### src/hdl/sqllex_pkg.sv
// Shared types and constants for the SQL subset lexer.
package sqllex_pkg;

    typedef enum logic [2:0]
    {
        MODE_IDLE,
        MODE_IDENT,
        MODE_NUMBER,
        MODE_STRING,
        MODE_MINUS,
        MODE_ERROR
    } mode_t;

    localparam logic OP_DATA = 1'b0;
    localparam logic OP_END  = 1'b1;

    localparam logic [3:0] KIND_EOF     = 4'd0;
    localparam logic [3:0] KIND_IDENT   = 4'd1;
    localparam logic [3:0] KIND_STRING  = 4'd2;
    localparam logic [3:0] KIND_NUMBER  = 4'd3;
    localparam logic [3:0] KIND_KW_BASE = 4'd4;
    localparam logic [3:0] KIND_STAR    = 4'd10;
    localparam logic [3:0] KIND_COMMA   = 4'd11;
    localparam logic [3:0] KIND_LPAREN  = 4'd12;
    localparam logic [3:0] KIND_RPAREN  = 4'd13;
    localparam logic [3:0] KIND_SEMI    = 4'd14;
    localparam logic [3:0] KIND_EQUAL   = 4'd15;

    localparam logic [1:0] ERR_NONE        = 2'd0;
    localparam logic [1:0] ERR_UNSUPPORTED = 2'd1;
    localparam logic [1:0] ERR_UNTERM      = 2'd2;
    localparam logic [1:0] ERR_OVERFLOW    = 2'd3;

    localparam int QUEUE_DEPTH = 4;

    typedef struct packed
    {
        logic [3:0]  kind;
        logic [15:0] start;
        logic [15:0] length;
        logic [1:0]  err;
        logic [7:0]  bad;
    } result_t;

    // Results of one input transfer: one or two.
    typedef struct packed
    {
        result_t first;
        result_t second;
        logic    two;
    } rec_t;

endpackage

### src/hdl/sqllex_front.sv
// Front end: byte classification, lexer state and result building.
module sqllex_front #(
    parameter int POS_WIDTH = 16
) (
    input  logic                clk,
    input  logic                rst_n,
    input  logic                in_valid,
    output logic                in_stall,
    input  logic                op,
    input  logic [7:0]          ch,
    input  logic                q_full,
    output logic                push,
    output sqllex_pkg::rec_t    push_rec
);

    localparam int LW = (POS_WIDTH < 16) ? POS_WIDTH : 16;

    localparam logic [7:0] CH_MINUS  = 8'h2D;
    localparam logic [7:0] CH_UNDER  = 8'h5F;
    localparam logic [7:0] CH_QUOTE  = 8'h27;
    localparam logic [7:0] CH_STAR   = 8'h2A;
    localparam logic [7:0] CH_COMMA  = 8'h2C;
    localparam logic [7:0] CH_LPAREN = 8'h28;
    localparam logic [7:0] CH_RPAREN = 8'h29;
    localparam logic [7:0] CH_SEMI   = 8'h3B;
    localparam logic [7:0] CH_EQUAL  = 8'h3D;

    localparam logic [2:0] FILL_LONG = 3'd7;
    localparam logic [2:0] WIN_DEPTH = 3'd6;

    localparam logic [7:0] KW_TEXT [6][6] = '{
        '{"I", "N", "S", "E", "R", "T"},
        '{"I", "N", "T", "O", 8'h00, 8'h00},
        '{"V", "A", "L", "U", "E", "S"},
        '{"S", "E", "L", "E", "C", "T"},
        '{"F", "R", "O", "M", 8'h00, 8'h00},
        '{"W", "H", "E", "R", "E", 8'h00}
    };
    localparam logic [2:0] KW_LEN [6] = '{3'd6, 3'd4, 3'd6, 3'd6, 3'd4, 3'd5};

    sqllex_pkg::mode_t       mode_reg, mode_next;
    logic [POS_WIDTH-1:0]    pos_reg, pos_next;
    logic [POS_WIDTH-1:0]    begin_reg, begin_next;
    logic [2:0]              fill_reg, fill_next;
    logic [7:0]              win_reg [6];

    logic                    win_we;
    logic [2:0]              win_idx;
    logic [7:0]              win_data;

    logic                    accept;
    logic                    is_space, is_alpha, is_digit, is_word;
    logic [7:0]              upper_ch;
    sqllex_pkg::result_t     res [2];
    logic [1:0]              n;
    logic                    do_idle;
    logic                    eof;
    logic [POS_WIDTH-1:0]    len_v;

    function automatic logic [15:0] to16(input logic [POS_WIDTH-1:0] v);
        return 16'(v[LW-1:0]);
    endfunction

    function automatic sqllex_pkg::result_t mk(input logic [3:0] kind,
                                               input logic [15:0] start,
                                               input logic [15:0] length,
                                               input logic [1:0] err,
                                               input logic [7:0] bad);
        sqllex_pkg::result_t r;
        r.kind   = kind;
        r.start  = start;
        r.length = length;
        r.err    = err;
        r.bad    = bad;
        return r;
    endfunction

    function automatic logic [3:0] kw_kind(input logic [7:0] w [6], input logic [2:0] f);
        logic [3:0] k;
        logic       hit;
        k = sqllex_pkg::KIND_IDENT;
        for (int i = 0; i < 6; i++)
        begin
            hit = (KW_LEN[i] == f);
            for (int j = 0; j < 6; j++)
            begin
                if (3'(j) < f && w[j] != KW_TEXT[i][j])
                begin
                    hit = 1'b0;
                end
            end
            if (hit)
            begin
                k = sqllex_pkg::KIND_KW_BASE + 4'(i);
            end
        end
        return k;
    endfunction

    assign in_stall = q_full;
    assign accept   = in_valid && !q_full;

    assign is_space = (ch == 8'h20) || (ch >= 8'h09 && ch <= 8'h0D);
    assign is_digit = (ch >= 8'h30 && ch <= 8'h39);
    assign is_alpha = (ch >= 8'h41 && ch <= 8'h5A) || (ch >= 8'h61 && ch <= 8'h7A);
    assign is_word  = is_alpha || is_digit || (ch == CH_UNDER);
    assign upper_ch = (ch >= 8'h61 && ch <= 8'h7A) ? ch - 8'd32 : ch;

    always_comb
    begin
        mode_next  = mode_reg;
        pos_next   = pos_reg;
        begin_next = begin_reg;
        fill_next  = fill_reg;
        win_we     = 1'b0;
        win_idx    = fill_reg;
        win_data   = upper_ch;
        res[0]     = '0;
        res[1]     = '0;
        n          = 2'd0;
        do_idle    = 1'b0;
        eof        = 1'b1;
        len_v      = pos_reg - begin_reg;

        if (op == sqllex_pkg::OP_END)
        begin
            unique case (mode_reg)
                sqllex_pkg::MODE_IDENT:
                begin
                    res[n[0]] = mk(kw_kind(win_reg, fill_reg), to16(begin_reg), to16(len_v),
                                   sqllex_pkg::ERR_NONE, 8'h00);
                    n = n + 2'd1;
                end
                sqllex_pkg::MODE_NUMBER:
                begin
                    res[n[0]] = mk(sqllex_pkg::KIND_NUMBER, to16(begin_reg), to16(len_v),
                                   sqllex_pkg::ERR_NONE, 8'h00);
                    n = n + 2'd1;
                end
                sqllex_pkg::MODE_STRING:
                begin
                    res[n[0]] = mk(sqllex_pkg::KIND_EOF, to16(begin_reg), 16'd0,
                                   sqllex_pkg::ERR_UNTERM, 8'h00);
                    n = n + 2'd1;
                    eof = 1'b0;
                end
                sqllex_pkg::MODE_MINUS:
                begin
                    res[n[0]] = mk(sqllex_pkg::KIND_EOF, to16(begin_reg), 16'd0,
                                   sqllex_pkg::ERR_UNSUPPORTED, CH_MINUS);
                    n = n + 2'd1;
                    eof = 1'b0;
                end
                sqllex_pkg::MODE_ERROR:
                begin
                    eof = 1'b0;
                end
                default:
                begin
                end
            endcase
            if (eof)
            begin
                res[n[0]] = mk(sqllex_pkg::KIND_EOF, to16(pos_reg), 16'd0,
                               sqllex_pkg::ERR_NONE, 8'h00);
                n = n + 2'd1;
            end
            mode_next  = sqllex_pkg::MODE_IDLE;
            pos_next   = '0;
            begin_next = '0;
            fill_next  = 3'd0;
        end
        else if (mode_reg == sqllex_pkg::MODE_ERROR)
        begin
            n = 2'd0;
        end
        else if (&pos_reg)
        begin
            mode_next = sqllex_pkg::MODE_ERROR;
            res[0] = mk(sqllex_pkg::KIND_EOF, to16(pos_reg), 16'd0,
                        sqllex_pkg::ERR_OVERFLOW, 8'h00);
            n = 2'd1;
        end
        else
        begin
            pos_next = pos_reg + 1'b1;
            unique case (mode_reg)
                sqllex_pkg::MODE_STRING:
                begin
                    if (ch == CH_QUOTE)
                    begin
                        res[0] = mk(sqllex_pkg::KIND_STRING, to16(begin_reg),
                                    to16(len_v - 1'b1), sqllex_pkg::ERR_NONE, 8'h00);
                        n = 2'd1;
                        mode_next = sqllex_pkg::MODE_IDLE;
                    end
                end
                sqllex_pkg::MODE_MINUS:
                begin
                    if (is_digit)
                    begin
                        mode_next = sqllex_pkg::MODE_NUMBER;
                    end
                    else
                    begin
                        mode_next = sqllex_pkg::MODE_ERROR;
                        res[0] = mk(sqllex_pkg::KIND_EOF, to16(begin_reg), 16'd0,
                                    sqllex_pkg::ERR_UNSUPPORTED, CH_MINUS);
                        n = 2'd1;
                    end
                end
                sqllex_pkg::MODE_IDENT:
                begin
                    if (is_word)
                    begin
                        if (fill_reg < WIN_DEPTH)
                        begin
                            win_we = 1'b1;
                        end
                        if (fill_reg != FILL_LONG)
                        begin
                            fill_next = fill_reg + 3'd1;
                        end
                    end
                    else
                    begin
                        res[0] = mk(kw_kind(win_reg, fill_reg), to16(begin_reg), to16(len_v),
                                    sqllex_pkg::ERR_NONE, 8'h00);
                        n = 2'd1;
                        do_idle = 1'b1;
                    end
                end
                sqllex_pkg::MODE_NUMBER:
                begin
                    if (!is_digit)
                    begin
                        res[0] = mk(sqllex_pkg::KIND_NUMBER, to16(begin_reg), to16(len_v),
                                    sqllex_pkg::ERR_NONE, 8'h00);
                        n = 2'd1;
                        do_idle = 1'b1;
                    end
                end
                default:
                begin
                    do_idle = 1'b1;
                end
            endcase

            if (do_idle)
            begin
                mode_next = sqllex_pkg::MODE_IDLE;
                if (!is_space)
                begin
                    begin_next = pos_reg;
                    if (is_alpha || ch == CH_UNDER)
                    begin
                        win_we    = 1'b1;
                        win_idx   = 3'd0;
                        fill_next = 3'd1;
                        mode_next = sqllex_pkg::MODE_IDENT;
                    end
                    else if (is_digit)
                    begin
                        mode_next = sqllex_pkg::MODE_NUMBER;
                    end
                    else if (ch == CH_MINUS)
                    begin
                        mode_next = sqllex_pkg::MODE_MINUS;
                    end
                    else if (ch == CH_QUOTE)
                    begin
                        mode_next = sqllex_pkg::MODE_STRING;
                    end
                    else
                    begin
                        unique case (ch)
                            CH_STAR:   res[n[0]] = mk(sqllex_pkg::KIND_STAR, to16(pos_reg),
                                                      16'd1, sqllex_pkg::ERR_NONE, 8'h00);
                            CH_COMMA:  res[n[0]] = mk(sqllex_pkg::KIND_COMMA, to16(pos_reg),
                                                      16'd1, sqllex_pkg::ERR_NONE, 8'h00);
                            CH_LPAREN: res[n[0]] = mk(sqllex_pkg::KIND_LPAREN, to16(pos_reg),
                                                      16'd1, sqllex_pkg::ERR_NONE, 8'h00);
                            CH_RPAREN: res[n[0]] = mk(sqllex_pkg::KIND_RPAREN, to16(pos_reg),
                                                      16'd1, sqllex_pkg::ERR_NONE, 8'h00);
                            CH_SEMI:   res[n[0]] = mk(sqllex_pkg::KIND_SEMI, to16(pos_reg),
                                                      16'd1, sqllex_pkg::ERR_NONE, 8'h00);
                            CH_EQUAL:  res[n[0]] = mk(sqllex_pkg::KIND_EQUAL, to16(pos_reg),
                                                      16'd1, sqllex_pkg::ERR_NONE, 8'h00);
                            default:
                            begin
                                res[n[0]] = mk(sqllex_pkg::KIND_EOF, to16(pos_reg), 16'd0,
                                               sqllex_pkg::ERR_UNSUPPORTED, ch);
                                mode_next = sqllex_pkg::MODE_ERROR;
                            end
                        endcase
                        n = n + 2'd1;
                    end
                end
            end
        end
    end

    assign push            = accept && (n != 2'd0);
    assign push_rec.first  = res[0];
    assign push_rec.second = res[1];
    assign push_rec.two    = n[1];

    always_ff @(posedge clk or negedge rst_n)
    begin
        if (!rst_n)
        begin
            mode_reg  <= sqllex_pkg::MODE_IDLE;
            pos_reg   <= '0;
            begin_reg <= '0;
            fill_reg  <= 3'd0;
        end
        else if (accept)
        begin
            mode_reg  <= mode_next;
            pos_reg   <= pos_next;
            begin_reg <= begin_next;
            fill_reg  <= fill_next;
        end
    end

    always_ff @(posedge clk)
    begin
        if (accept && win_we)
        begin
            win_reg[win_idx] <= win_data;
        end
    end

endmodule

### src/hdl/sqllex_fifo.sv
// Result queue between the front end and the output stage.
module sqllex_fifo (
    input  logic                clk,
    input  logic                rst_n,
    input  logic                push,
    input  sqllex_pkg::rec_t    wdata,
    input  logic                pop,
    output sqllex_pkg::rec_t    head,
    output logic                empty,
    output logic                full
);

    localparam int PW = $clog2(sqllex_pkg::QUEUE_DEPTH);
    localparam logic [PW:0] DEPTH_CNT = (PW + 1)'(sqllex_pkg::QUEUE_DEPTH);

    sqllex_pkg::rec_t  mem_reg [sqllex_pkg::QUEUE_DEPTH];
    logic [PW-1:0]     wr_ptr_reg, wr_ptr_next;
    logic [PW-1:0]     rd_ptr_reg, rd_ptr_next;
    logic [PW:0]       count_reg, count_next;
    logic              do_push, do_pop;

    assign empty   = (count_reg == '0);
    assign full    = (count_reg == DEPTH_CNT);
    assign do_push = push && !full;
    assign do_pop  = pop && !empty;
    assign head    = mem_reg[rd_ptr_reg];

    always_comb
    begin
        wr_ptr_next = do_push ? wr_ptr_reg + 1'b1 : wr_ptr_reg;
        rd_ptr_next = do_pop ? rd_ptr_reg + 1'b1 : rd_ptr_reg;
        count_next  = count_reg;
        if (do_push && !do_pop)
        begin
            count_next = count_reg + 1'b1;
        end
        else if (do_pop && !do_push)
        begin
            count_next = count_reg - 1'b1;
        end
    end

    always_ff @(posedge clk or negedge rst_n)
    begin
        if (!rst_n)
        begin
            wr_ptr_reg <= '0;
            rd_ptr_reg <= '0;
            count_reg  <= '0;
        end
        else
        begin
            wr_ptr_reg <= wr_ptr_next;
            rd_ptr_reg <= rd_ptr_next;
            count_reg  <= count_next;
        end
    end

    always_ff @(posedge clk)
    begin
        if (do_push)
        begin
            mem_reg[wr_ptr_reg] <= wdata;
        end
    end

endmodule

### src/hdl/sqllex_back.sv
// Output stage: sends each queued record as one or two result transfers.
module sqllex_back (
    input  logic                clk,
    input  logic                rst_n,
    input  sqllex_pkg::rec_t    head,
    input  logic                q_empty,
    output logic                pop,
    output logic                out_valid,
    input  logic                out_stall,
    output logic [3:0]          token_kind,
    output logic [15:0]         token_start,
    output logic [15:0]         token_length,
    output logic [1:0]          error_code,
    output logic [7:0]          bad_char,
    output logic                last_of_run
);

    logic                 sel_reg, sel_next;
    sqllex_pkg::result_t  cur;
    logic                 xfer;

    assign out_valid    = !q_empty;
    assign cur          = sel_reg ? head.second : head.first;
    assign last_of_run  = sel_reg || !head.two;
    assign token_kind   = cur.kind;
    assign token_start  = cur.start;
    assign token_length = cur.length;
    assign error_code   = cur.err;
    assign bad_char     = cur.bad;
    assign xfer         = out_valid && !out_stall;
    assign pop          = xfer && last_of_run;

    always_comb
    begin
        sel_next = sel_reg;
        if (xfer)
        begin
            sel_next = !last_of_run;
        end
    end

    always_ff @(posedge clk or negedge rst_n)
    begin
        if (!rst_n)
        begin
            sel_reg <= 1'b0;
        end
        else
        begin
            sel_reg <= sel_next;
        end
    end

endmodule

### src/hdl/sql_subset_lexer_top.sv
// Top level of the SQL subset lexer: front end, result queue, output stage.
//
//  channel | handshake          | payload
//  input   | in_valid, in_stall | op, ch
//  output  | out_valid, out_stall| token_kind, token_start, token_length,
//          |                    | error_code, bad_char, last_of_run
//
// The front end takes one byte or end marker per cycle while the 4-entry queue has room.
// Each transfer that yields results writes one queue record; the output stage sends one
// result per cycle while out_stall is low; a two-result record leaves in two transfers.
// Results are registered in the queue before they reach the output.
// Reset leaves the lexer idle at position 0 with an empty queue.
// in_stall rises only when the queue is full; out_stall holds the head result in place.
module sql_subset_lexer_top #(
    parameter int POS_WIDTH = 16
) (
    input  logic         clk,
    input  logic         rst_n,
    input  logic         in_valid,
    output logic         in_stall,
    input  logic         op,
    input  logic [7:0]   ch,
    output logic         out_valid,
    input  logic         out_stall,
    output logic [3:0]   token_kind,
    output logic [15:0]  token_start,
    output logic [15:0]  token_length,
    output logic [1:0]   error_code,
    output logic [7:0]   bad_char,
    output logic         last_of_run
);

    logic              push, pop, q_empty, q_full;
    sqllex_pkg::rec_t  push_rec, head;

    sqllex_front #(
        .POS_WIDTH (POS_WIDTH)
    ) u_front (
        .clk      (clk),
        .rst_n    (rst_n),
        .in_valid (in_valid),
        .in_stall (in_stall),
        .op       (op),
        .ch       (ch),
        .q_full   (q_full),
        .push     (push),
        .push_rec (push_rec)
    );

    sqllex_fifo u_fifo (
        .clk   (clk),
        .rst_n (rst_n),
        .push  (push),
        .wdata (push_rec),
        .pop   (pop),
        .head  (head),
        .empty (q_empty),
        .full  (q_full)
    );

    sqllex_back u_back (
        .clk          (clk),
        .rst_n        (rst_n),
        .head         (head),
        .q_empty      (q_empty),
        .pop          (pop),
        .out_valid    (out_valid),
        .out_stall    (out_stall),
        .token_kind   (token_kind),
        .token_start  (token_start),
        .token_length (token_length),
        .error_code   (error_code),
        .bad_char     (bad_char),
        .last_of_run  (last_of_run)
    );

endmodule

### config.mk
export PLATFORM = sky130hd
export DESIGN_NAME = sql_subset_lexer_top
export DESIGN_NICKNAME = d
export VERILOG_FILES = /design/src/hdl/sqllex_pkg.sv /design/src/hdl/sqllex_front.sv /design/src/hdl/sqllex_fifo.sv /design/src/hdl/sqllex_back.sv /design/src/hdl/sql_subset_lexer_top.sv
export SDC_FILE = /design/constraint.sdc
export NUM_CORES = 1
export LEC_CHECK = 0
export ABC_CLOCK_PERIOD_IN_PS = 5600
export BUFFER_PORTS_ARGS = -buffer_cell sky130_fd_sc_hd__buf_2
export CAP_MARGIN = 20
export CORE_MARGIN = 5
export CORE_UTILIZATION = 35
export DETAILED_ROUTE_END_ITERATION = 10
export HOLD_SLACK_MARGIN = 0.05
export PLACE_DENSITY = 0.49
export SLEW_MARGIN = 20
export SYNTH_ARGS = -nofsm -noshare
export SYNTH_HDL_FRONTEND = slang
export SYNTH_SLANG_ARGS = --single-unit
### constraint.sdc
create_clock -name clk -period 5.6 [get_ports clk]
set_clock_uncertainty 0.05 [all_clocks]
set_input_delay 0 -clock clk [delete_from_list [all_inputs] [get_ports clk]]
set_output_delay 0 -clock clk [all_outputs]
set_load 0.05 [all_outputs]
; Word level (Yosys, flattened, before mapping)
; Memory sizes are Yosys's and may differ from the RTL's.
; Cells that the tools add are included.
[op_classes]
n_reduce_logical = 72
n_lt_le_gt_ge = 21
eq_ne = 49
bitwise = 3
n_addsub = 11
n_mux = 205
[op_table]
columns = op, count
row1 = two-way mux 92 bit, 9
row2 = bitwise mux 92 bit, 8
row3 = one-hot mux 92 bit (6 select lines), 1
row4 = two-way mux 46 bit, 10
row5 = one-hot mux 46 bit (4 select lines), 2
row6 = != test 8 x 7 -> 1 bit (second input constant), 25
row7 = two-way mux 16 bit, 8
row8 = two-way mux 3 bit, 37
row9 = two-way mux 1 bit, 100
row10 = demux 46 bit (select 1 bit), 2
row11 = two-way mux 44 bit, 2
row12 = == test 8 x 6 -> 1 bit (second input constant), 9
row13 = bitwise mux 48 bit, 1
row14 = logical AND 1 bit, 43
row15 = two-way mux 42 bit, 1
row16 = two-way mux 2 bit, 14
row17 = demux 8 bit (select 3 bit), 1
row18 = adder 16 x 1 -> 16 bit (second input constant), 1
row19 = >= comparator 8 x 7 -> 1 bit (second input constant), 2
row20 = less-or-equal comparator 8 x 7 -> 1 bit (second input constant), 2
row21 = two-way mux 4 bit, 4
row22 = two-way mux 8 bit, 2
row23 = AND reduction 16 bit, 1
row24 = nonzero test 8 bit, 2
row25 = 43 further kinds, 74
[word_totals]
elab_cells = 376
regBits = 94
output_inout_bits = 49
mem_count = 1
ramBits = 372
[memory_table]
columns = name, words, word_bits, rd, rd_ports_with_merged_regs, wr, line
row1 = u_fifo.mem_reg, 4, 93, 1, 0, 1, sqllex_fifo.sv:16  ; sqllex_pkg::rec_t mem_reg [sqllex_pkg::QUEUE_DEPTH];

; Logic depth before layout (Yosys ltp)
; Gate-level depths: netlist of run 1.
[logic_depth]
word_depth = 35
depth_mapped = 19

; By module
; Synthesis of run 1 repeated with hierarchy kept, for this count alone.
[hier_totals]
cells_unflattened = 1347
area_unflattened_um2 = 21450.6
[modules_own_cells]
columns = mod, seq_area_each_um2, cells_each, area_per_inst_um2, instances
row1 = sqllex_fifo, 11345.9, 522, 13888.3, 1
row2 = sqllex_front, 2392.3, 768, 6874.1, 1
row3 = sqllex_back, 25.0, 57, 688.2, 1

; Least setup slack after synthesis of run 1
; No wires, ideal clock.
[synth_timing]
kind = input port to flip-flop
start = input port ch[7]
end = memory u_fifo.mem_reg[0][0] (netlist name) (enable)
cell_stages = 14
arrival_time_ps = 4200
slack_ps = 907
path_cell_list = buf_6 or4b_4 buf_6 nor3_4 inv_2 mux2i_4 a32oi_1 o21ai_2 buf_4 ha_1 a21oi_1 or4_1 nand3_2 and2_1
[synth_via]
elab_chain_cells = 25
[synth_lines]
columns = item, line
row1 = "start, declared", sql_subset_lexer_top.sv:22  ; input logic [7:0] ch,
row2 = >= comparator 8 x 7 -> 1 bit or less-or-equal comparator 8 x 7 -> 1 bit (tied branches), sqllex_front.sv:105  ; assign is_alpha = (ch >= 8'h41 && ch <= 8'h5A) || (ch >= 8'h61 && ch <= 8'h7A);
row3 = logical AND 1 bit, sqllex_front.sv:105
row4 = logical OR 1 bit, sqllex_front.sv:105
row5 = logical OR 1 bit (2 in series), sqllex_front.sv:106  ; assign is_word = is_alpha || is_digit || (ch == CH_UNDER);
row6 = two-way mux 1 bit, sqllex_front.sv:214  ; if (is_word)
row7 = one-hot mux 2 bit (3 select lines), sqllex_front.sv:187  ; unique case (mode_reg)
row8 = two-way mux 2 bit, sqllex_front.sv:177  ; else if (&pos_reg)
row9 = two-way mux 2 bit, sqllex_front.sv:173  ; else if (mode_reg == sqllex_pkg::MODE_ERROR)
row10 = (+9 left out), -
row11 = two-way mux 2 bit *, sqllex_front.sv:173
row12 = two-way mux 2 bit *, sqllex_front.sv:125  ; if (op == sqllex_pkg::OP_END)
row13 = nonzero test 2 bit *, sqllex_front.sv:303  ; assign push = accept && (n != 2'd0);
row14 = logical AND 1 bit *, sqllex_front.sv:303
row15 = logical AND 1 bit *, sqllex_fifo.sv:24  ; assign do_push = push && !full;
row16 = named net u_fifo.do_push, sqllex_fifo.sv:20  ; logic do_push, do_pop;
row17 = two-way mux 1 bit *, sqllex_fifo.sv:61  ; if (do_push)
row18 = two-way mux 1 bit (not written as such) *, sqllex_fifo.sv:63  ; mem_reg[wr_ptr_reg] <= wdata;
row19 = "end, declared", sqllex_fifo.sv:16
; The timed path passes the listed nets; every way through them passes the cells marked *. The select of a mux whose other input is x is not followed.

; Final worst setup path of run 1
[layout_timing]
start = input port ch[2]
end = memory u_fifo.mem_reg[2][39] (netlist name) (enable)
; Same word-level chain as after synthesis.

==> flow_summary.toml, run 1 <==
[run_status]
outcome = "finished, final reports clean"

[routing]
routedWlPerCell_um = 22.58
viasPerCell = 5.476
first_iter_violations = 916
remaining_drc_errors = 0
totalWireLength_um = 46970
postRouteAntennaNets = 0
drt_pre_antenna_iters = 5
vias = 11390

[cells_and_area]
synthToLayoutAreaGrowth_pct = 14.63
n_antenna_cell = 0
fin_nets = 1400
drive_above_1_share = 0.2098
largest_register_ffs = 304
fin_util = 0.4060

[clock_tree]
cts_tree = "yes"
hold_buffers = 14
cts.repair.resized = 0
clock_latency_ps = 600
cts_setup_buffers = 0
cts_root_buffer = "clkbuf_16"
htreeDepth = 2
cts_sinks = 398
numCtsBuffers = 44
clk_pin_slew_ps = 60
cts_buffer_depth = 3

[logic_synthesis]
yosysTopAreaCellShare = 0.5656
seq_area_frac_synth = 0.6272
synth-seq-cells = 398
ys_warn_count = 0
synthTopCellsByArea = "edfxtp_1 (57%), mux4_2 (9.2%), dfrtp_1 (6.2%), ha_1 (1.9%), mux2_2 (1.9%)"
synth_top_area_cell = "edfxtp_1"
syn-num-nets = 1322
synth_top_flop_cell = "edfxtp_1"
synthArstFlopShare = 0.1156
syn-instance-count = 1278
synth.distinct_cells = 92
synth.cell_area_mm2 = 0.01869
synth-edff-count = 352
postSynthAreaPerCell_um2 = 14.62

[power]
power_density_mw_per_mm2 = 584.0
leakage_nw = 7.357
vdd.ir_drop.worst_mv = 0.2300

[timing]
fin_crit_sh = 0.7781
timing.slew.headroom = 0.2917
tightest_slew_ps = 1053
finalHoldViolCount = 0
min_period_ps = 4357
drv_slew = 0
tns_ps = 0
fmax_ghz = 0.2295
finalSetupViolCount = 0
rsz0062_at_grt = "no"

[setup_path]
crit_end = "u_fifo.mem_reg[2][39]$_DFFE_PP_"
critPathLaunchType = "input port"
worstPathArrival_ps = 4540
worstReg2RegStart = "u_front.mode_reg[0]$_DFFE_PN0P_"
required_ps = 5790
r2r_cells = 9
crit_path_start = "ch[2]"
endpoint_kind = "register"
crit_fanout = 33
rr_endpoint = "u_fifo.mem_reg[2][39]$_DFFE_PP_"
critPathKind = "in -> reg"
rrSetupSlack_ps = 1510

[die]
die_w_um = 241.1
fp.dieH_um = 241.1
start_util = 0.3542
num_rows = 84
core_area_mm2 = 0.05276
ios = 62
dieArea_mm2 = 0.05812

[global_route]
grt_max_degree = 47
grt_overflow = 0
grt_pass1_vias = 11700
track_usage = 0.1628
antenna_found_initial = 0
grt_pass1_wl_um = 72750

[placed_design]
port_buffers = 61
gp_congestion = 0.8466
hpwlAfterDp_um = 31170

[flow_run]
max-cap-violations = 0

[worst_hold_path]
min_path_type = "in -> reg"
==> power breakdown <==
| group | leakage (nW) | internal [mW] | total (mW) | switching, mW |
|---|---|---|---|---|
| registers | 3.91 | 3.96 | 4.34 | 0.373 |
| clock network | 0.733 | 1.70 | 2.94 | 1.24 |
| logic | 2.71 | 1.82 | 5.23 | 3.41 |
| total | 7.36 | 7.49 | 12.5 | 5.02 |
==> logic make-up after synthesis <==
kind of cell,count (synthesis),share of synthesized area
XOR/XNOR,42,0.01968
flip-flops,398,0.6272
buffers and inverters,104,0.02356
adder cells (fa/ha/maj),31,0.02156
AND/OR/NAND/NOR,365,0.1092
AO/OA/AOI/OAI,227,0.08576
multiplexers,111,0.1131
==> layer usage <==
metal	track usage	part of all wire	wire length [um]	up-vias
li1	-	-	-	5200
met1	0.2299	0.46	21560	5820
met2	0.2583	0.47	21930	300
met3	0.03222	0.049	2287	70
met4	0.04633	0.025	1191	0
met5	0	0	0	-
==> metrics by stage <==
| step | std cells | worst slack [ps] | total power, mW | cell area (um2) | hold slack [ps] |
|---|---|---|---|---|---|
| 5_1_grt | 2080 | 858.7 | 13.20 | 21420 | 207.3 |
| 6_report | 2080 | 1243 | 12.51 | 21420 | 181.6 |
| 4_1_cts | 2080 | 1232 | 12.69 | 21420 | 153.6 |
| 2_1_floorplan | 1278 | 907.4 | 8.221 | 18690 | -345.6 |
| 3_5_place_dp | 1984 | 1187 | 9.670 | 19800 | 138.5 |
| 3_3_place_gp | 1984 | 1251 | 9.651 | 19800 | 129.7 |
==> cells in the final DEF, fill, tap and decap left out, types with 23 or more instances in the layout <==
| cell type | synthesis | layout |
|---|---|---|
| mux2_2 | 31 | 31 |
| nor3_1 | 23 | 23 |
| inv_1 | 42 | 42 |
| dfrtp_1 | 46 | 43 |
| nor2b_1 | 25 | 25 |
| xnor2_1 | 25 | 25 |
| ha_1 | 29 | 29 |
| mux4_2 | 76 | 76 |
| buf_2 | 10 | 61 |
| clkbuf_16 | 0 | 44 |
| edfxtp_1 | 352 | 352 |
| a21oi_1 | 45 | 45 |
| nand2_1 | 55 | 55 |
| o21ai_0 | 49 | 49 |
| a22o_1 | 25 | 25 |
| and2_1 | 35 | 31 |
| nor2_1 | 71 | 71 |
| nand3_1 | 35 | 35 |
==> synthesized netlist by cell type, drive strengths merged, types with 11 or more instances <==
master,instances
and3,12
nand2,55
nand4,18
o21ai,54
dfrtp,46
nand3,38
inv,43
a21oi,47
xnor2,25
nand2b,16
buf,28
mux2,31
clkbuf,32
and2,36
mux4,76
a22o,25
nor3,24
xor2,17
ha,29
nor2,71
edfxtp,352
nor2b,25
nor3b,11
==> worst min-delay path by stage <==
stage / startpoint / to / slack (ps) / depth (start not counted)
6_report: out_stall / u_back.sel_reg$_DFFE_PN0P_ / 180 / 4
2_1_floorplan: rst_n / u_back.sel_reg$_DFFE_PN0P_ / -350 / 0
5_1_grt: out_stall / u_back.sel_reg$_DFFE_PN0P_ / 210 / 4
3_5_place_dp: rst_n / u_fifo.count_reg[0]$_DFFE_PN0P_ / 140 / 2
4_1_cts: out_stall / u_back.sel_reg$_DFFE_PN0P_ / 150 / 4
3_3_place_gp: rst_n / u_fifo.count_reg[0]$_DFFE_PN0P_ / 130 / 2
==> worst max-delay path: stages <==
cell and delay, ps:
dlygate4sd3_1 520, buf_2 330, clkinv_1 340, and3_1 270, o31ai_2 420, a32oi_1 220, o21ai_2 540, ha_1 270
a21oi_1 60, or4_1 420, nand3_2 190, and2_4 560, buf_4 380
==> layout make-up <==
| cell class | instances | area [um2] |
|---|---|---|
| repair buffers | 92 | 648.1 |
| well taps | 688 | 860.8 |
| clock buffers | 50 | 1124 |
| clock inverters | 32 | 357.8 |
| fillers | 4906 | 31340 |
| multi-input cells | 776 | 6538 |
| flip-flops and latches | 398 | 11730 |
| inverters | 44 | 165.2 |
(Power assumes the default switching activity.)
==> run 2: changes to the inputs <==
--- a/config.mk
+++ b/config.mk
@@ -5,14 +5,14 @@
 export SDC_FILE = /design/constraint.sdc
 export NUM_CORES = 1
 export LEC_CHECK = 0
-export ABC_CLOCK_PERIOD_IN_PS = 5600
+export ABC_CLOCK_PERIOD_IN_PS = 3900
 export BUFFER_PORTS_ARGS = -buffer_cell sky130_fd_sc_hd__buf_2
 export CAP_MARGIN = 20
 export CORE_MARGIN = 5
 export CORE_UTILIZATION = 35
 export DETAILED_ROUTE_END_ITERATION = 10
 export HOLD_SLACK_MARGIN = 0.05
-export PLACE_DENSITY = 0.49
+export PLACE_DENSITY = 0.51
 export SLEW_MARGIN = 20
 export SYNTH_ARGS = -nofsm -noshare
 export SYNTH_HDL_FRONTEND = slang
==> constraint.sdc (replaced) <==
create_clock -name clk -period 3.9 [get_ports clk]
set_clock_uncertainty 0.05 [all_clocks]
set_input_delay 0 -clock clk [delete_from_list [all_inputs] [get_ports clk]]
set_output_delay 0 -clock clk [all_outputs]
set_load 0.05 [all_outputs]
==> run 2 against run 1 <==
  * Design area is 2.0% higher
  * Global-route usage shrank 0.064 points
  * Die area is the same
  * First-iteration DRC count is 19% higher
  * Clock power grew 44%
  * Clock-buffer cell count up 5
  * Combinational power increased by 52%
  * Sequential cell count unchanged
  * Non-clock buffer count increased by 46
  * Setup slack got worse by 1100 ps
  * Highest routed layer is now met5
==> flow_summary.toml, run 2 (synthesis gave the netlist of run 1 again) <==
[run_status]
outcome = "finished, final reports clean"

[worst_hold_path]
min_path_cells = 4
worstHoldEndpoint = "u_back.sel_reg$_DFFE_PN0P_"
min_path_type = "in -> reg"
min_from = "out_stall"

[global_route]
grt_pass1_wl_um = 72270
grt_max_degree = 78
grt_pass1_vias = 11860
grt_overflow = 0
antenna_found_initial = 2
grt_busiest_layer = "met2"
track_usage = 0.1621
met3_usage = 0.03634
gr-usage-met2 = 0.2557
grtUsageMet1 = 0.2288

[placed_design]
dpl-instance-area_mm2 = 0.02021
port_buffers = 61
hpwlAfterDp_um = 32020
gp_congestion = 0.8707

[power]
vdd.ir_drop.worst_mv = 0.3843
power_density_mw_per_mm2 = 832.0
leakage_nw = 7.593

[cells_and_area]
largest_register_ffs = 304
nFillCells = 4885
drive_above_1_share = 0.2289
final_cell_mix = "edfxtp_1 (352), mux4_2 (76), nor2_1 (71), buf_2 (62), nand2_1 (55)"
stdcell_area_mm2 = 0.02184
fin_nets = 1446
synthToLayoutAreaGrowth_pct = 16.87
final_common_cell = "edfxtp_1"

[setup_path]
worstPathArrival_ps = 4180
r2r_cells = 9
critPathKind = "in -> reg"
rrSetupSlack_ps = 270
required_ps = 4350
worstReg2RegStart = "u_front.pos_reg[3]$_DFFE_PN0P_"
rr_endpoint = "u_fifo.mem_reg[1][72]$_DFFE_PP_"
crit_fanout = 15
endpoint_kind = "register"
critPathLaunchType = "input port"

[routing]
remaining_drc_errors = 0
drt_pre_antenna_iters = 5
postRouteAntennaNets = 0
totalWireLength_um = 47220
routedWlPerCell_um = 22.21
vias = 11510
first_iter_violations = 1089
viasPerCell = 5.414

[die]
core_area_mm2 = 0.05276
num_rows = 84
die_w_um = 241.1
fp.dieH_um = 241.1
dieArea_mm2 = 0.05812
ios = 62
start_util = 0.3542

[clock_tree]
clk_pin_slew_ps = 60
cts_setup_buffers = 0
htreeDepth = 2
cts_root_buffer = "clkbuf_16"
cts_sinks = 398
hold_buffers = 15
clock_latency_ps = 580
cts_buffer_depth = 3
numCtsBuffers = 44
cts.repair.resized = 0
cts_tree = "yes"

[timing]
tightest_slew_ps = 977.6
tns_ps = 0
finalSetupViolCount = 0
finalHoldViolCount = 0
min_period_ps = 3727
timing.slew.headroom = 0.3459
rsz0062_at_grt = "no"
drv_slew = 0
fmax_ghz = 0.2683
fin_crit_sh = 0.9556

[flow_run]
max-cap-violations = 0
-- run 2: changes by cell type in the layout (fill, tap and decap cells not counted), sizes merged --
cell / before / now
clkinv: 24 / 16
diode: 0 / 1
buf: 78 / 124
bufinv: 5 / 7
clkbuf: 50 / 55
-- run 2: worst max-delay path: stages --
cell	delay [ps]
dlygate4sd3_1	520
buf_2	260
or4b_4	560
nor3_4	230
inv_2	120
mux2i_4	160
a32oi_1	110
o21ai_2	170
ha_1	190
a21oi_1	60
or4_1	420
nand3_2	190
ha_1	240
inv_1	80
fa_1	430
xor2_1	170
nor2_1	110
xor2_1	160
-- run 2: worst max-delay path by stage --
stage	start	to	cells after the start
after global routing	ch[0]	u_fifo.count_reg[2]$_DFFE_PN0P_	17
after detailed placement	ch[5]	u_fifo.count_reg[2]$_DFFE_PN0P_	17
after global placement	ch[1]	u_fifo.count_reg[2]$_DFFE_PN0P_	16
after floorplan	ch[7]	u_fifo.mem_reg[0][0]$_DFFE_PP_	14
after CTS	ch[5]	u_fifo.count_reg[2]$_DFFE_PN0P_	18
final	ch[5]	u_fifo.count_reg[2]$_DFFE_PN0P_	18
-- run 2: final cells by class --
type                    count  area (um2)  area share
diodes                      1       2.502   0.0001146
clock buffers              55        1142     0.05230
clock inverters            26       337.8     0.01547
inverters                  44       165.2    0.007561
multi-input cells         776        6538      0.2993
flip-flops and latches    398       11730      0.5370
well taps                 688       860.8     0.03941
repair buffers            138        1066     0.04881
-- run 2: stage by stage --
step	util	total power [mW]	worst slack, ps	hold slack, ps	std cells
5_1_grt	0.4139	19.20	12.26	230.7	2125
3_5_place_dp	0.3831	14.11	164.6	-9.278	2029
6_report	0.4140	18.17	173.3	226.4	2126
4_1_cts	0.4140	18.46	245.3	182.7	2125
3_3_place_gp	0.3831	14.07	229.9	-4.388	2029
2_1_floorplan	-	11.77	43.84	-345.6	1278
-- run 2: routing by layer --
layer | share of wire | vias to the layer above
met4 | 0.022 | 2
met2 | 0.46 | 269
li1 | - | 5282
met3 | 0.054 | 76
met5 | 0.00028 | -
met1 | 0.46 | 5882
-- run 2: where the power goes --
group / total, mW / internal (mW) / switching [mW]
logic: 7.93 / 2.79 / 5.14
clock network: 4.24 / 2.56 / 1.68
registers: 6.00 / 5.69 / 0.307
==> run 3: changes to the inputs <==
--- a/config.mk
+++ b/config.mk
@@ -8,7 +8,7 @@
 export ABC_CLOCK_PERIOD_IN_PS = 3900
 export BUFFER_PORTS_ARGS = -buffer_cell sky130_fd_sc_hd__buf_2
 export CAP_MARGIN = 20
-export CORE_MARGIN = 5
+export CORE_ASPECT_RATIO = 1.25
 export CORE_UTILIZATION = 35
 export DETAILED_ROUTE_END_ITERATION = 10
 export HOLD_SLACK_MARGIN = 0.05
==> run 3 against run 2 <==
  * Clock power fell by 5.7%
  * Clock-buffer cell count fell by 4
  * First-iteration DRC count fell by 39%
  * Hold slack got worse by 34 ps
  * Via count fell by 0.74%
  * Die area fell by 6.5%
  * Design area fell by 0.66%
  * Fmax rose by 2.2%
  * Register-to-register slack barely moved
  * Largest cell class unchanged
  * Largest power group unchanged
==> flow_summary.toml, run 3 (synthesis gave the netlist of run 1 again) <==
[run_status]
outcome = "finished, final reports clean"

[flow_run]
max-cap-violations = 0

[cells_and_area]
synthToLayoutAreaGrowth_pct = 16.10
n_antenna_cell = 0
stdcell_area_mm2 = 0.02170
fin_nets = 1443
final_common_cell = "edfxtp_1"
drive_above_1_share = 0.2289
final_cell_mix = "edfxtp_1 (352), mux4_2 (76), nor2_1 (71), buf_2 (59), nand2_1 (55)"
largest_register_ffs = 304

[timing]
finalHoldViolCount = 0
worst_hold_slack_ps = 191.9
setup_ws_ps = 253.8
rsz0062_at_grt = "no"
tns_ps = 0
tightest_slew_ps = 1018
drv_slew = 0
fin_crit_sh = 0.9349
timing.slew.headroom = 0.3149
finalSetupViolCount = 0
min_period_ps = 3646
fmax_ghz = 0.2743

[power]
netSwitchingFraction = 0.3993
vdd.ir_drop.worst_mv = 0.4955
p_comb_frac = 0.446
p_seq_frac = 0.331
p_int_mw = 10.76
clkPwrFrac = 0.223
leakage_nw = 7.522
power_density_mw_per_mm2 = 825.9
switchingPower_mw = 7.156
total_power_mw = 17.92

[setup_path]
critPathLaunchType = "input port"
endpoint_kind = "register"
crit_buf_inv = 4
crit_family = "adder cells"
crit_fanout = 8
cp_slowest_cell = "dlygate4sd3_1"
rrSetupSlack_ps = 270
max_stage_delay_ps = 530
required_ps = 4330
critPathKind = "in -> reg"
worstPathArrival_ps = 4080
crit_chain = "dlygate4sd3_1, buf_2, inv_1, ha_1, nor3b_1, o221a_2, mux2i_4, a32oi_1, o21ai_2, ha_1, a21oi_1, or4_1, nand3_4, ha_2, inv_1, fa_1, xor2_1, nor2_1, xor2_1"

[routing]
vias = 11430
drt_pre_antenna_iters = 5
remaining_drc_errors = 0
totalWireLength_um = 46140
postRouteAntennaNets = 0
viasPerCell = 5.428
first_iter_violations = 669
routedWlPerCell_um = 21.92

[clock_tree]
clk_pin_slew_ps = 60
numCtsBuffers = 42
cts_sinks = 398
cts_root_buffer = "clkbuf_16"
cts_tree = "yes"
cts_buffer_depth = 3
clock_latency_ps = 560
htreeDepth = 2

[global_route]
antenna_found_initial = 0
grt_pass1_vias = 11610
grt_max_degree = 78
grt_overflow = 0
grt_pass1_wl_um = 70630
track_usage = 0.1702

[die]
start_util = 0.3547
ios = 62
die_w_um = 208.7
dieArea_mm2 = 0.05433
core_area_mm2 = 0.05269
fp.dieH_um = 260.4
num_rows = 94

[placed_design]
detailedPlace.worstSlack_ps = 121.1
gp_congestion = 0.8694
dpl-instance-area_mm2 = 0.02015
port_buffers = 61
hpwlAfterDp_um = 30600

[worst_hold_path]
min_path_type = "in -> reg"
-- run 3: changes by cell type in the layout (fill, tap and decap cells not counted), moves of 3 or more --
cell and change:
buf_4 +3, clkinvlp_4 +3, bufinv_16 -3, buf_2 -3
-- run 3: power by group through the flow --
stage	Sequential, mW	Combinational, mW	Clock [mW]
after floorplan	5.94	5.84	0
after global placement	5.99	8.04	0
after detailed placement	6.03	8.04	0
after CTS	5.94	8.10	4.09
after global routing	6.01	8.63	4.23
final	5.94	7.99	4.00
-- run 3: per-stage QoR --
stage          std cells    util
2_1_floorplan       1278       -
3_3_place_gp        2010  0.3824
3_5_place_dp        2010  0.3824
4_1_cts             2101  0.4110
5_1_grt             2105  0.4118
6_report            2105  0.4118
-- run 3: layout make-up --
type | instances | area (um2)
fillers | 4850 | 30990
flip-flops and latches | 398 | 11730
multi-input cells | 776 | 6548
clock buffers | 51 | 1085
repair buffers | 137 | 1039
well taps | 672 | 840.8
clock inverters | 27 | 291.5
inverters | 44 | 165.2
-- run 3: what timing repair did --
action	in CTS	in global routing
hold buffers	13	0
gates resized for setup	0	4
endpoints found under the hold margin	130	0
setup buffers	0	4
setup endpoints to repair	0	1
-- run 3: path summary, 6_finish.rpt --
kind / start / depth (start not counted) / end
setup / recovery: ch[6] / 19 / u_fifo.count_reg[2]$_DFFE_PN0P_
hold / removal: out_stall / 4 / u_back.sel_reg$_DFFE_PN0P_
setup reg to reg: u_front.pos_reg[0]$_DFFE_PN0P_ / 12 / u_fifo.mem_reg[2][65]$_DFFE_PP_
hold reg to reg: u_fifo.count_reg[2]$_DFFE_PN0P_ / 1 / u_fifo.count_reg[2]$_DFFE_PN0P_
max in group asynchronous: rst_n / 4 / u_fifo.rd_ptr_reg[1]$_DFFE_PN0P_
min in group asynchronous: rst_n / 4 / u_back.sel_reg$_DFFE_PN0P_
-- run 3: layer usage --
metal  part of all wire  GRT usage
met1               0.43     0.2169
met2               0.50     0.2952
met3              0.035    0.02154
met4              0.035    0.06638
met5                  0          0
-- run 3: tightest hold or removal path: stages --
cell and delay, ps:
dlygate4sd3_1 510, buf_2 100, o21ai_0 70, o21ai_0 70
